## src/lut_waveform_generator_macros.svh

```systemverilog
// ----------------------------------------------------------------------------
// lut_waveform_generator_macros.svh
// assertion macros used by the waveform generator top-level source
// ----------------------------------------------------------------------------
`ifndef LUT_WAVEFORM_GENERATOR_MACROS_SVH
`define LUT_WAVEFORM_GENERATOR_MACROS_SVH

// same-cycle implication, held off while reset is low
`define LWG_ASSERT_IMPLY(lbl, clk, rst_n, ante, cons) \
    lbl: assert property (@(posedge clk) disable iff (!rst_n) (ante) |-> (cons)) \
        else $error("lwg implication check failed");

// next-cycle implication, held off while reset is low
`define LWG_ASSERT_NEXT(lbl, clk, rst_n, ante, cons) \
    lbl: assert property (@(posedge clk) disable iff (!rst_n) (ante) |=> (cons)) \
        else $error("lwg next-cycle check failed");

`endif

```

## src/lwg_pkg.sv

```systemverilog
// ----------------------------------------------------------------------------
// lwg_pkg
// types, constants and the quarter-wave table of the waveform generator
// ----------------------------------------------------------------------------
package lwg_pkg;

    // field and datapath widths
    localparam int KIND_W     = 2;
    localparam int IDX_W      = 16;
    localparam int AMP_W      = 12;
    localparam int DUTY_W     = 10;
    localparam int SAMPLE_W   = 12;
    localparam int DIV_W      = 16;
    localparam int VAL_W      = 18;
    localparam int CFG_ADDR_W = 3;
    localparam int CFG_DATA_W = 16;
    localparam int S_TDATA_W  = 8;
    localparam int M_TDATA_W  = 32;

    // default full-scale dac code
    localparam int DAC_MAX_DEF = 4095;

    // arithmetic constants
    localparam int DUTY_FULL   = 1000;
    localparam int SINE_STEPS  = 256;
    localparam int SINE_SCALE  = 32768;

    // register reset values
    localparam logic [IDX_W-1:0]  COUNT_RST = IDX_W'(256);
    localparam logic [DUTY_W-1:0] DUTY_RST  = DUTY_W'(500);

    // configuration register indexes
    typedef enum logic [CFG_ADDR_W-1:0] {
        REG_WAVE_KIND    = 3'd0,
        REG_SAMPLE_COUNT = 3'd1,
        REG_AMPLITUDE    = 3'd2,
        REG_OFFSET       = 3'd3,
        REG_DUTY         = 3'd4
    } t_cfg_reg;

    // waveform kinds
    typedef enum logic [KIND_W-1:0] {
        WAVE_SINE   = 2'd0,
        WAVE_SQUARE = 2'd1,
        WAVE_TRI    = 2'd2,
        WAVE_SAW    = 2'd3
    } t_wave;

    // sequencer states
    typedef enum logic [2:0] {
        ST_IDLE,
        ST_LOAD,
        ST_RUN1,
        ST_ROM,
        ST_RUN2,
        ST_FIN
    } t_state;

    // request to the serial multiply-divide unit: q = a * m / d
    typedef struct packed {
        logic             start;
        logic [DIV_W-1:0] a;
        logic [DIV_W-1:0] m;
        logic [DIV_W-1:0] d;
    } t_div_req;

    // status of the serial unit
    typedef struct packed {
        logic busy;
        logic done;
    } t_div_stat;

    // quarter period of a sine, full scale 32767
    localparam logic [15:0] QUARTER_ROM [64] = '{
        16'd0,     16'd804,   16'd1608,  16'd2411,  16'd3212,  16'd4012,  16'd4808,  16'd5602,
        16'd6393,  16'd7180,  16'd7962,  16'd8739,  16'd9512,  16'd10279, 16'd11039, 16'd11793,
        16'd12540, 16'd13279, 16'd14010, 16'd14733, 16'd15447, 16'd16151, 16'd16846, 16'd17531,
        16'd18205, 16'd18868, 16'd19520, 16'd20160, 16'd20788, 16'd21403, 16'd22006, 16'd22595,
        16'd23170, 16'd23732, 16'd24279, 16'd24812, 16'd25330, 16'd25833, 16'd26320, 16'd26791,
        16'd27246, 16'd27684, 16'd28106, 16'd28511, 16'd28899, 16'd29269, 16'd29622, 16'd29957,
        16'd30274, 16'd30572, 16'd30853, 16'd31114, 16'd31357, 16'd31581, 16'd31786, 16'd31972,
        16'd32138, 16'd32286, 16'd32413, 16'd32522, 16'd32610, 16'd32679, 16'd32729, 16'd32758
    };

endpackage

```

## src/lut_waveform_generator.sv

```systemverilog
// ----------------------------------------------------------------------------
// lut_waveform_generator
// one dac sample of a sine, square, triangle or sawtooth period per beat
// ----------------------------------------------------------------------------
//  channel   | direction | contents
//  s_axis    | in        | tdata[0] restart
//  m_axis    | out       | tdata sample, sample_index; tlast last point of period
//  cfg       | in        | register writes, index in i_cfg_addr
//
//  square, triangle and sawtooth show the result after one pass of a bit-serial
//  multiply-divide unit, sine after a second pass: the unit works through
//  16 multiplier bits, once for the phase and once more for sine scaling.
//  one item is in flight at a time, so an input beat is taken only once the last
//  result is in the output register; a new beat is taken while a result waits.
//  a stalled result holds the sequencer before the output register.
//  synchronous active-low reset; no clearing pass.
`include "lut_waveform_generator_macros.svh"

module lut_waveform_generator
    import lwg_pkg::*;
#(
    parameter int DAC_MAX = DAC_MAX_DEF
) (
    input  logic                  i_clk,
    input  logic                  i_rst_n,
    // input beat
    input  logic                  i_s_axis_tvalid,
    output logic                  o_s_axis_tready,
    input  logic [S_TDATA_W-1:0]  i_s_axis_tdata,   // [0] restart, rest zero
    // result beat
    output logic                  o_m_axis_tvalid,
    input  logic                  i_m_axis_tready,
    output logic [M_TDATA_W-1:0]  o_m_axis_tdata,   // [11:0] sample, [27:12] sample_index
    output logic                  o_m_axis_tlast,
    // configuration writes
    input  logic                  i_cfg_we,
    input  logic [CFG_ADDR_W-1:0] i_cfg_addr,
    input  logic [CFG_DATA_W-1:0] i_cfg_wdata
);

    localparam logic signed [VAL_W-1:0] DAC_MAX_S = VAL_W'(DAC_MAX);
    localparam int PAD_W = M_TDATA_W - SAMPLE_W - IDX_W;

    // configuration registers
    t_wave              r_kind;
    logic [IDX_W-1:0]   r_count;
    logic [AMP_W-1:0]   r_amp;
    logic [AMP_W-1:0]   r_offset;
    logic [DUTY_W-1:0]  r_duty;

    // sequencer and per-item state
    t_state             r_state, n_state;
    logic [IDX_W-1:0]   r_idx;
    logic [IDX_W-1:0]   r_i;
    logic               r_neg;

    // output register
    logic               r_out_valid;
    logic [SAMPLE_W-1:0] r_out_sample;
    logic [IDX_W-1:0]   r_out_index;
    logic               r_out_last;

    // serial unit
    t_div_req           div_req;
    t_div_stat          div_stat;
    logic [DIV_W-1:0]   div_q;

    logic               s_acc;
    logic               out_load;
    logic [IDX_W-1:0]   n_eff;
    logic [IDX_W-1:0]   i_cur;
    logic [IDX_W:0]     i_inc;
    logic [5:0]         rom_idx;
    logic [15:0]        rom_val;

    logic signed [VAL_W-1:0] offs_s, half_s, hi, lo, lo_raw, hi_raw, span, q_s;
    logic signed [VAL_W-1:0] v_raw, v_tri, v_clamp;

    // config writes
    always_ff @(posedge i_clk) begin
        if (!i_rst_n) begin
            r_kind   <= WAVE_SINE;
            r_count  <= COUNT_RST;
            r_amp    <= '0;
            r_offset <= '0;
            r_duty   <= DUTY_RST;
        end else if (i_cfg_we) begin
            unique case (i_cfg_addr)
                REG_WAVE_KIND:    r_kind   <= t_wave'(i_cfg_wdata[KIND_W-1:0]);
                REG_SAMPLE_COUNT: r_count  <= i_cfg_wdata[IDX_W-1:0];
                REG_AMPLITUDE:    r_amp    <= i_cfg_wdata[AMP_W-1:0];
                REG_OFFSET:       r_offset <= i_cfg_wdata[AMP_W-1:0];
                REG_DUTY:         r_duty   <= i_cfg_wdata[DUTY_W-1:0];
                default: ;
            endcase
        end
    end

    // period length and levels, from config alone
    always_comb begin
        n_eff  = (r_count == '0) ? IDX_W'(1) : r_count;
        offs_s = $signed({{(VAL_W-AMP_W){1'b0}}, r_offset});
        half_s = $signed({{(VAL_W-AMP_W+1){1'b0}}, r_amp[AMP_W-1:1]});
        hi_raw = offs_s + half_s;
        hi     = (hi_raw > DAC_MAX_S) ? DAC_MAX_S : hi_raw;
        lo_raw = offs_s - half_s;
        lo     = (lo_raw < 0) ? '0 : lo_raw;
        span   = (hi > lo) ? (hi - lo) : '0;
    end

    // index of the accepted beat and its successor
    always_comb begin
        i_cur = (i_s_axis_tdata[0] || (r_idx >= n_eff)) ? '0 : r_idx;
        i_inc = {1'b0, i_cur} + 1'b1;
    end

    assign s_acc = i_s_axis_tvalid && o_s_axis_tready;

    // quarter-wave mirror on the phase from the first pass
    assign rom_idx = div_q[6] ? ~div_q[5:0] : div_q[5:0];
    assign rom_val = QUARTER_ROM[rom_idx];

    // next state
    always_comb begin
        n_state = r_state;
        unique case (r_state)
            ST_IDLE: if (s_acc) n_state = ST_LOAD;
            ST_LOAD: n_state = ST_RUN1;
            ST_RUN1: begin
                if (div_stat.done) n_state = (r_kind == WAVE_SINE) ? ST_ROM : ST_FIN;
            end
            ST_ROM:  n_state = ST_RUN2;
            ST_RUN2: if (div_stat.done) n_state = ST_FIN;
            ST_FIN:  if (!r_out_valid || i_m_axis_tready) n_state = ST_IDLE;
            default: n_state = ST_IDLE;
        endcase
    end

    // state outputs: ready, unit request, result load
    always_comb begin
        o_s_axis_tready = 1'b0;
        out_load        = 1'b0;
        div_req.start   = 1'b0;
        div_req.a       = r_i;
        div_req.m       = DIV_W'(SINE_STEPS);
        div_req.d       = n_eff;
        unique case (r_state)
            ST_IDLE: o_s_axis_tready = 1'b1;
            ST_LOAD: begin
                div_req.start = 1'b1;
                case (r_kind)
                    WAVE_SQUARE: begin
                        div_req.a = {{(DIV_W-DUTY_W){1'b0}}, r_duty};
                        div_req.m = n_eff;
                        div_req.d = DIV_W'(DUTY_FULL);
                    end
                    WAVE_TRI: div_req.m = {span[DIV_W-2:0], 1'b0};
                    WAVE_SAW: div_req.m = span[DIV_W-1:0];
                    default:  div_req.m = DIV_W'(SINE_STEPS);
                endcase
            end
            ST_ROM: begin
                div_req.start = 1'b1;
                div_req.a     = rom_val;
                div_req.m     = {{(DIV_W-AMP_W){1'b0}}, r_amp};
                div_req.d     = DIV_W'(SINE_SCALE);
            end
            ST_FIN:  out_load = !r_out_valid || i_m_axis_tready;
            default: ;
        endcase
    end

    // sequencer and index registers
    always_ff @(posedge i_clk) begin
        if (!i_rst_n) begin
            r_state <= ST_IDLE;
            r_idx   <= '0;
        end else begin
            r_state <= n_state;
            if (s_acc) begin
                r_idx <= (i_inc >= {1'b0, n_eff}) ? '0 : i_inc[IDX_W-1:0];
            end
        end
    end

    // per-item payload
    always_ff @(posedge i_clk) begin
        if (s_acc) r_i <= i_cur;
        if (r_state == ST_ROM) r_neg <= div_q[7];
    end

    lwg_serdiv u_serdiv (
        .i_clk   (i_clk),
        .i_rst_n (i_rst_n),
        .i_req   (div_req),
        .o_stat  (div_stat),
        .o_q     (div_q)
    );

    // final level per wave kind, then clamp to the dac range
    always_comb begin
        q_s   = $signed({{(VAL_W-DIV_W){1'b0}}, div_q});
        v_tri = lo + q_s;
        case (r_kind)
            WAVE_SQUARE: begin
                v_raw = ((r_duty >= DUTY_W'(DUTY_FULL)) || (r_i < div_q)) ? hi : lo;
            end
            WAVE_TRI: v_raw = (v_tri > hi) ? ((hi <<< 1) - v_tri) : v_tri;
            WAVE_SAW: v_raw = lo + q_s;
            default:  v_raw = r_neg ? (offs_s - q_s) : (offs_s + q_s);
        endcase
        if (v_raw < 0) begin
            v_clamp = '0;
        end else if (v_raw > DAC_MAX_S) begin
            v_clamp = DAC_MAX_S;
        end else begin
            v_clamp = v_raw;
        end
    end

    // output register
    always_ff @(posedge i_clk) begin
        if (!i_rst_n) begin
            r_out_valid <= 1'b0;
        end else if (out_load) begin
            r_out_valid <= 1'b1;
        end else if (i_m_axis_tready) begin
            r_out_valid <= 1'b0;
        end
    end

    always_ff @(posedge i_clk) begin
        if (out_load) begin
            r_out_sample <= v_clamp[SAMPLE_W-1:0];
            r_out_index  <= r_i;
            r_out_last   <= (r_i == (n_eff - 1'b1));
        end
    end

    assign o_m_axis_tvalid = r_out_valid;
    assign o_m_axis_tdata  = {{PAD_W{1'b0}}, r_out_index, r_out_sample};
    assign o_m_axis_tlast  = r_out_last;

    // checks on the sequencer, serial unit and result
    `LWG_ASSERT_NEXT(a_accept_loads, i_clk, i_rst_n, s_acc, r_state == ST_LOAD)
    `LWG_ASSERT_IMPLY(a_idle_unit_quiet, i_clk, i_rst_n,
        r_state == ST_IDLE || r_state == ST_FIN, !div_stat.busy)
    `LWG_ASSERT_IMPLY(a_index_in_period, i_clk, i_rst_n,
        r_out_valid, r_out_index < n_eff)
    `LWG_ASSERT_IMPLY(a_last_at_end, i_clk, i_rst_n,
        r_out_valid && r_out_last, r_out_index == (n_eff - 1'b1))

endmodule

```

## src/lwg_serdiv.sv

```systemverilog
// ----------------------------------------------------------------------------
// lwg_serdiv
// bit-serial scaled multiply-divide, q = floor(a * m / d) for a < d
// ----------------------------------------------------------------------------
module lwg_serdiv
    import lwg_pkg::*;
(
    input  logic             i_clk,
    input  logic             i_rst_n,
    input  t_div_req         i_req,
    output t_div_stat        o_stat,
    output logic [DIV_W-1:0] o_q
);

    localparam int CNT_W = $clog2(DIV_W);

    // control
    logic             r_busy, n_busy;
    logic             r_done, n_done;
    logic             r_phase, n_phase;
    logic [CNT_W-1:0] r_cnt, n_cnt;

    // operands and partial results; m shifts out msb first
    logic [DIV_W-1:0] r_a, r_d, r_m, r_r, r_q;
    logic [DIV_W-1:0] n_a, n_d, n_m, n_r, n_q;

    logic [DIV_W:0]   dbl, dbl_sub, sum, sum_sub;
    logic             dbl_ge, sum_ge;

    // doubling step and add step, one compare-subtract each
    always_comb begin
        dbl     = {r_r, 1'b0};
        dbl_sub = dbl - {1'b0, r_d};
        dbl_ge  = dbl >= {1'b0, r_d};
        sum     = {1'b0, r_r} + (r_m[DIV_W-1] ? {1'b0, r_a} : '0);
        sum_sub = sum - {1'b0, r_d};
        sum_ge  = sum >= {1'b0, r_d};
    end

    // next values
    always_comb begin
        n_busy  = r_busy;
        n_done  = 1'b0;
        n_phase = r_phase;
        n_cnt   = r_cnt;
        n_a     = r_a;
        n_d     = r_d;
        n_m     = r_m;
        n_r     = r_r;
        n_q     = r_q;
        if (i_req.start) begin
            n_busy  = 1'b1;
            n_phase = 1'b0;
            n_cnt   = '0;
            n_a     = i_req.a;
            n_d     = i_req.d;
            n_m     = i_req.m;
            n_r     = '0;
            n_q     = '0;
        end else if (r_busy) begin
            if (!r_phase) begin
                n_r     = dbl_ge ? dbl_sub[DIV_W-1:0] : dbl[DIV_W-1:0];
                n_q     = {r_q[DIV_W-2:0], dbl_ge};
                n_phase = 1'b1;
            end else begin
                n_r     = sum_ge ? sum_sub[DIV_W-1:0] : sum[DIV_W-1:0];
                n_q     = r_q + {{(DIV_W-1){1'b0}}, sum_ge};
                n_m     = {r_m[DIV_W-2:0], 1'b0};
                n_phase = 1'b0;
                n_cnt   = r_cnt + 1'b1;
                if (r_cnt == CNT_W'(DIV_W-1)) begin
                    n_busy = 1'b0;
                    n_done = 1'b1;
                end
            end
        end
    end

    // control registers
    always_ff @(posedge i_clk) begin
        if (!i_rst_n) begin
            r_busy  <= 1'b0;
            r_done  <= 1'b0;
            r_phase <= 1'b0;
            r_cnt   <= '0;
        end else begin
            r_busy  <= n_busy;
            r_done  <= n_done;
            r_phase <= n_phase;
            r_cnt   <= n_cnt;
        end
    end

    // datapath registers
    always_ff @(posedge i_clk) begin
        r_a <= n_a;
        r_d <= n_d;
        r_m <= n_m;
        r_r <= n_r;
        r_q <= n_q;
    end

    assign o_stat.busy = r_busy;
    assign o_stat.done = r_done;
    assign o_q         = r_q;

endmodule

```

## config.mk

```make
export PLATFORM = sky130hd
export DESIGN_NAME = lut_waveform_generator
export DESIGN_NICKNAME = d
export VERILOG_FILES = /design/src/lwg_pkg.sv /design/src/lut_waveform_generator.sv /design/src/lwg_serdiv.sv
export VERILOG_INCLUDE_DIRS = /design/src /design/src/src
export SDC_FILE = /design/constraint.sdc
export NUM_CORES = 1
export LEC_CHECK = 0
export ABC_AREA = 1
export BUFFER_PORTS_ARGS = -buffer_cell sky130_fd_sc_hd__buf_2
export CAP_MARGIN = 20
export CORE_ASPECT_RATIO = 1.4
export CORE_MARGIN = 3
export CORE_UTILIZATION = 40
export DETAILED_ROUTE_END_ITERATION = 8
export PLACE_DENSITY_LB_ADDON = 0.08
export SLEW_MARGIN = 20
export SYNTH_ARGS = -nofsm -noshare
export SYNTH_HDL_FRONTEND = slang
export SYNTH_SLANG_ARGS = --single-unit
```

## constraint.sdc

```tcl
create_clock -name i_clk -period 5.43 [get_ports i_clk]
set_clock_uncertainty 0.05 [all_clocks]
set_input_delay 1.086 -clock i_clk [delete_from_list [all_inputs] [get_ports i_clk]]
set_output_delay 1.086 -clock i_clk [all_outputs]
set_load 0.01 [all_outputs]
```

==> qor.yml, run 1 <==
setup_path:
  worstRegToRegCells: 44
  crit_path_max_incr_delay_ps: 390
  cp_slowest_cell: "fa_2"
  crit_required_ps: 5680
  r2r-end: "r_out_sample[4]$_SDFFCE_PN0P_"
  start_kind: "flip-flop"
  critPathArrivalTime_ps: 5460
  cp-end-kind: "flip-flop"
  path_class: "flip-flop to flip-flop"
  worstPathMaxFanout: 6
  reg2reg_slack_ps: 220
  r2r-start: "r_offset[0]$_SDFFE_PN0P_"
route:
  drt_iter0_markers: 1500
  antenna_left: 0
  num_vias: 20540
  drc: 0
  first_pass_iters: 5
  avgViaCountPerCell: 5.47
  drt_wl_total_um: 74700
  wl_per_cell_um: 19.9
synth:
  yosysWarnings: 0
  synth.distinct_cells: 59
  synth.area.top_cells: "edfxtp_1, ha_1, nand2_1, dfxtp_1, inv_1"
  synth_flop_cell: "dfxtp_1"
  synth_top_area_share_pct: 14.3
  synth.most_common_cell: "nand2_1"
  synth_seq_area_share_pct: 25.5
  ys_ff_latch: 205
  synthArstFlopShare_pct: 0
  synthesis.area_mm2: 0.0198
  synth_edf_count: 94
  synth_area_per_cell_um2: 6.80
  syn_inst: 2909
  synth.largest_area_cell: "edfxtp_1"
  synthTopCellsByCount: "nand2_1, inv_1, a21oi_1"
timing:
  period_share_pct: 96.0
  min_period_ps: 5210
  finalSetupTns_ps: 0
  slew_viol_final: 0
  rsz0062_at_grt: "yes"
  hold_viol_final: 0
  timing.final.ws_setup_ps: 217
  setup-violations-final: 0
  tightest_slew_ps: 945
  max_freq_ghz: 0.192
  relSlewSlack_pct: 36.9
cts:
  numClockSinks: 205
  insertion_delay_ps: 540
  clk_pin_slew_ps: 60
  clockBufferDepth: 3
  numCtsBuffers: 25
  cts_tree: "built"
  cts-htree-levels: 1
  cts_root_buf: "clkbuf_16"
placement:
  dp_slack_ps: -238
  dp_hpwl_um: 58800
  place_congestion: 0.928
  io_buffer_count: 55
layout:
  area_delta_synth_final_pct: 20.5
  drive_gt1_share_pct: 17.0
  fill_cells: 5036
  nets: 3351
  utilization_pct: 49.1
power_and_ir_drop:
  powerDensity_mw_per_mm2: 441
  p_leak_nw: 11.2
  p_total_mw: 10.5
  ir_worst_vdd_mv: 0.389
grt:
  use_met3_pct: 2.71
  grt_util_met1_pct: 35.5
  grt_busiest_layer: "met2"
  grt_pass1_vias: 19596
  grt_usage_pct: 27.3
  grt_pass1_wl_um: 113000
  grt_max_degree: 64
  grtUsageMet2_pct: 46.8
  grt-ovfl-total: 0
  antenna_found_initial: 1
run_status:
  status: "finished, final reports clean"
min_path:
  min_path_type: "flip-flop to flip-flop"
  holdPathEnd: "r_idx[0]$_SDFFE_PN0P_"
  holdPathStages: 2
  min_from: "r_idx[0]$_SDFFE_PN0P_"
run:
  maxCapViolCount: 0
floorplan:
  dieWidth_um: 194
  core.rowCount: 95
  dieArea_mm2: 0.0522
  io_pins: 67
  dieHeight_um: 269
  core_area_mm2: 0.0485
  initial_core_util_pct: 40.8
==> kinds of logic after synthesis <==
group	count (synthesis)	share of synthesized area (%)
other cells	2	0.0380
compound gates	637	18.1
buf+inv	523	10.4
simple gates	1205	26.7
fa+ha+maj	214	13.9
xor+xnor	123	5.45
flops	205	25.5
==> worst max-delay path, delay by kind of cell (launching register included) <==
family,cells,cell delay (ps)
and+or+nand+nor,23,1870
buffers and inverters,10,740
adders and majority gates,5,1270
AOI/OAI and AO/OA,5,560
xor gates and xnor gates,1,140
DFF,1,330
==> state kept, by name, indices dropped and copies added, names as in the netlist, 4 cells and up <==
signal          flops
u_serdiv.r_r       16
u_serdiv.o_q       16
u_serdiv.r_d       16
r_out_sample       12
r_offset           12
r_idx              16
u_serdiv.r_m       16
u_serdiv.r_cnt      4
r_out_index        16
r_duty             10
u_serdiv.r_a       16
r_i                16
r_count            16
r_amp              12
==> worst max path at each step <==
stage | startpoint | endpoint | slack (ps) | cells after the start
4_1_cts | r_offset[0]$_SDFFE_PN0P_ | r_out_sample[6]$_SDFFCE_PN0P_ | 0.4 | 36
2_1_floorplan | r_offset[1]$_SDFFE_PN0P_ | r_out_sample[10]$_SDFFCE_PN0P_ | 130 | 43
5_1_grt | r_amp[3]$_SDFFE_PN0P_ | r_out_sample[6]$_SDFFCE_PN0P_ | -160 | 39
6_report | r_offset[0]$_SDFFE_PN0P_ | r_out_sample[4]$_SDFFCE_PN0P_ | 220 | 44
3_5_place_dp | r_offset[0]$_SDFFE_PN0P_ | r_out_sample[7]$_SDFFCE_PN0P_ | -240 | 35
3_3_place_gp | r_offset[0]$_SDFFE_PN0P_ | r_out_sample[7]$_SDFFCE_PN0P_ | -190 | 35
==> metal layers <==
metal / vias to the layer above / part of all wire (%)
li1: 10130 / -
met1: 9645 / 43
met2: 617 / 48
met3: 148 / 5.3
met4: 0 / 4.2
met5: - / 0
==> per-stage QoR <==
| stage | hold slack [ps] | area (um2) | cells |
|---|---|---|---|
| after floorplan | 375 | 19800 | 2913 |
| after global placement | 395 | 21900 | 3685 |
| after detailed placement | 410 | 21900 | 3685 |
| after CTS | 419 | 23000 | 3737 |
| after global routing | 448 | 23800 | 3753 |
| final | 426 | 23800 | 3754 |
==> power by group <==
part           switching, mW  total (mW)  internal, mW
sequential             0.262        2.26          2.00
combinational           3.97        6.40          2.44
clock                  0.702        1.85          1.15
total                   4.93        10.5          5.58
==> layout make-up <==
cell class / instances / area [um2] / area share (%)
inverters: 418 / 1580 / 6.61
repair buffers: 270 / 2010 / 8.45
flip-flops and latches: 205 / 5050 / 21.2
clock buffers: 31 / 699 / 2.93
diodes: 1 / 2.50 / 0.0105
clock inverters: 14 / 208 / 0.871
multi-input cells: 2185 / 13500 / 56.6
well taps: 630 / 788 / 3.31
==> repair_timing <==
| action | CTS | global route |
|---|---|---|
| hold buffers | 0 | 0 |
| buffers inserted | 6 | 15 |
| endpoints found under the setup margin | 12 | 24 |
| gates cloned | 1 | 1 |
| resized for setup | 29 | 147 |
| pin swaps | 8 | 63 |
| endpoints found under the hold margin | 0 | 0 |
==> layout by cell type, fill, tap and decap left out, types with 10 or more instances in the layout <==
master	netlist	layout
a31oi_1	23	20
buf_2	8	55
o21ai_2	2	10
nand2_1	620	594
or2_2	12	12
ha_1	204	180
o211ai_1	27	27
nor2_2	7	16
inv_2	11	19
o21bai_1	13	13
inv_1	396	386
a21oi_2	3	19
clkbuf_16	0	27
nor2_4	4	11
nand4_1	45	45
o221ai_1	10	10
nand3_1	189	175
buf_4	8	206
dfxtp_1	111	108
xor2_1	81	77
nor3_1	60	54
edfxtp_1	94	94
xnor2_1	42	39
nand3_2	16	27
o21ai_1	13	19
nor2_1	210	194
o21ai_0	194	180
clkinv_1	10	11
ha_4	0	22
nand2_2	18	38
a21oi_1	283	267
Note: power is estimated with default switching activity, not from simulation.
==> run 2: changes to the inputs <==
- clock period: 5.43 -> 4.4 ns (I/O delays scaled with it)
==> qor.yml, run 2 (synthesis results as in run 1) <==
route:
  drc: 0
  antenna_left: 0
  num_vias: 22095
  drt_iter0_markers: 1709
  wl_per_cell_um: 20.1
  avgViaCountPerCell: 5.42
  first_pass_iters: 5
  drt_wl_total_um: 81800
run_status:
  violations: "negative setup slack"
  status: "finished with violations"
cts:
  cts-htree-levels: 1
  holdBufCountCts: 0
  insertion_delay_ps: 560
  cts_tree: "built"
  numCtsBuffers: 24
  numClockSinks: 205
  cts_root_buf: "clkbuf_16"
  clockBufferDepth: 3
  clk_pin_slew_ps: 60
setup_path:
  start_kind: "flip-flop"
  crit_start: "r_offset[0]$_SDFFE_PN0P_"
  worstRegToRegCells: 42
  cp-end-kind: "flip-flop"
  crit_required_ps: 4640
  reg2reg_slack_ps: -820
  r2r-start: "r_offset[0]$_SDFFE_PN0P_"
  path_class: "flip-flop to flip-flop"
  endpoint: "r_out_sample[3]$_SDFFCE_PN0P_"
  r2r-end: "r_out_sample[3]$_SDFFCE_PN0P_"
  worstPathMaxFanout: 10
  critPathArrivalTime_ps: 5460
  crit_path_max_incr_delay_ps: 370
  critPathMostFrequentCell: "nand2_4"
  cp_slowest_cell: "fa_2"
floorplan:
  dieHeight_um: 269
  core_area_mm2: 0.0485
  dieArea_mm2: 0.0522
  io_pins: 67
  dieWidth_um: 194
  initial_core_util_pct: 40.8
  core.rowCount: 95
layout:
  drive_gt1_share_pct: 28.9
  area_delta_synth_final_pct: 37.3
  nets: 3673
  n_antenna_cell: 0
  final_cell_mix: "nand2_1, buf_4, inv_1"
  final_common_cell: "nand2_1"
  utilization_pct: 56.0
power_and_ir_drop:
  p_leak_nw: 13.0
  p_total_mw: 14.5
  ir_worst_vdd_mv: 0.591
  powerDensity_mw_per_mm2: 534
placement:
  dp_hpwl_um: 63900
  io_buffer_count: 55
  place_congestion: 1.00
timing:
  setup-violations-final: 41
  min_period_ps: 5220
  relSlewSlack_pct: 42.5
  rsz0062_at_grt: "yes"
  tightest_slew_ps: 862
  slew_viol_final: 0
  max_freq_ghz: 0.192
  hold_viol_final: 0
  finalSetupTns_ps: -17570
  period_share_pct: 119
  timing.final.ws_setup_ps: -819
min_path:
  holdPathStages: 2
  min_path_type: "flip-flop to flip-flop"
run:
  maxCapViolCount: 0
grt:
  grt_pass1_vias: 21323
  grt_pass1_wl_um: 123000
  antenna_found_initial: 0
  grt_max_degree: 64
  grt-ovfl-total: 0
  grt_usage_pct: 29.6
run 2: changes by cell type in the layout (fill, tap and decap cells not counted), moves of 11 or more:
cell and delta:
nor2_1 -20, nand2_1 -16, inv_1 -11, nand3_2 +16
nor2_4 +11, a21oi_2 +21, ha_4 +11, ha_1 -11
buf_4 +301, nand3_1 -20, a21oi_1 -27, buf_6 +23
run 2: worst max-delay path, delay by kind of cell (launching register included):
family / cells / cell delay [ps]
DFF: 1 / 330
and+or+nand+nor: 22 / 1970
adders and majority gates: 5 / 1270
xor gates and xnor gates: 1 / 130
buffers and inverters: 8 / 590
AOI/OAI and AO/OA: 6 / 630
run 2: layout make-up:
class / count / area [um2]
tap: 630 / 788
clock buffer: 28 / 668
multi-input combinational: 2185 / 14300
sequential: 205 / 5050
fill: 4738 / 21300
clock inverter: 16 / 218
inverter: 418 / 1590
timing repair buffer: 593 / 4510
run 2: how the worst min path moves through the flow:
| stage | from | endpoint | slack (ps) |
|---|---|---|---|
| after floorplan | r_amp[0]$_SDFFE_PN0P_ | r_amp[0]$_SDFFE_PN0P_ | 370 |
| after CTS | r_amp[0]$_SDFFE_PN0P_ | r_amp[0]$_SDFFE_PN0P_ | 420 |
| after detailed placement | r_amp[0]$_SDFFE_PN0P_ | r_amp[0]$_SDFFE_PN0P_ | 410 |
| final | r_amp[0]$_SDFFE_PN0P_ | r_amp[0]$_SDFFE_PN0P_ | 420 |
| after global routing | r_idx[0]$_SDFFE_PN0P_ | r_idx[0]$_SDFFE_PN0P_ | 460 |
| after global placement | r_amp[0]$_SDFFE_PN0P_ | r_amp[0]$_SDFFE_PN0P_ | 400 |
run 2: metal layers:
| layer | vias up | routed length, um | track usage [%] | share of wire [%] |
|---|---|---|---|---|
| met5 | - | 0 | 0 | 0 |
| met4 | 0 | 2720 | 8.75 | 3.3 |
| met3 | 152 | 4360 | 2.83 | 5.3 |
| met2 | 714 | 40700 | 52.9 | 50 |
| met1 | 10474 | 34100 | 37.7 | 42 |
| li1 | 10755 | - | - | - |
run 2: timing repair:
action,in CTS,in global routing
gates resized for setup,170,189
gates cloned,1,2
buffers inserted,50,33
pin swaps,83,121
hold endpoints to repair,0,0
setup endpoints to repair,61,76
run 2: metrics by stage:
step	setup slack (ps)	area (um2)	hold slack (ps)	instances
floorplan	-545	20000	375	2913
global placement	-951	24100	404	3956
detailed placement	-988	24100	410	3957
CTS	-765	26100	419	4048
global route	-1140	27200	456	4075
finish	-819	27200	416	4075
run 2: where the power goes:
group	leakage [nW]	internal (mW)	total (mW)	switching (mW)
logic	10.8	4.00	9.45	5.45
registers	1.79	2.47	2.78	0.311
clock network	0.436	1.35	2.28	0.933
total	13.0	7.82	14.5	6.69
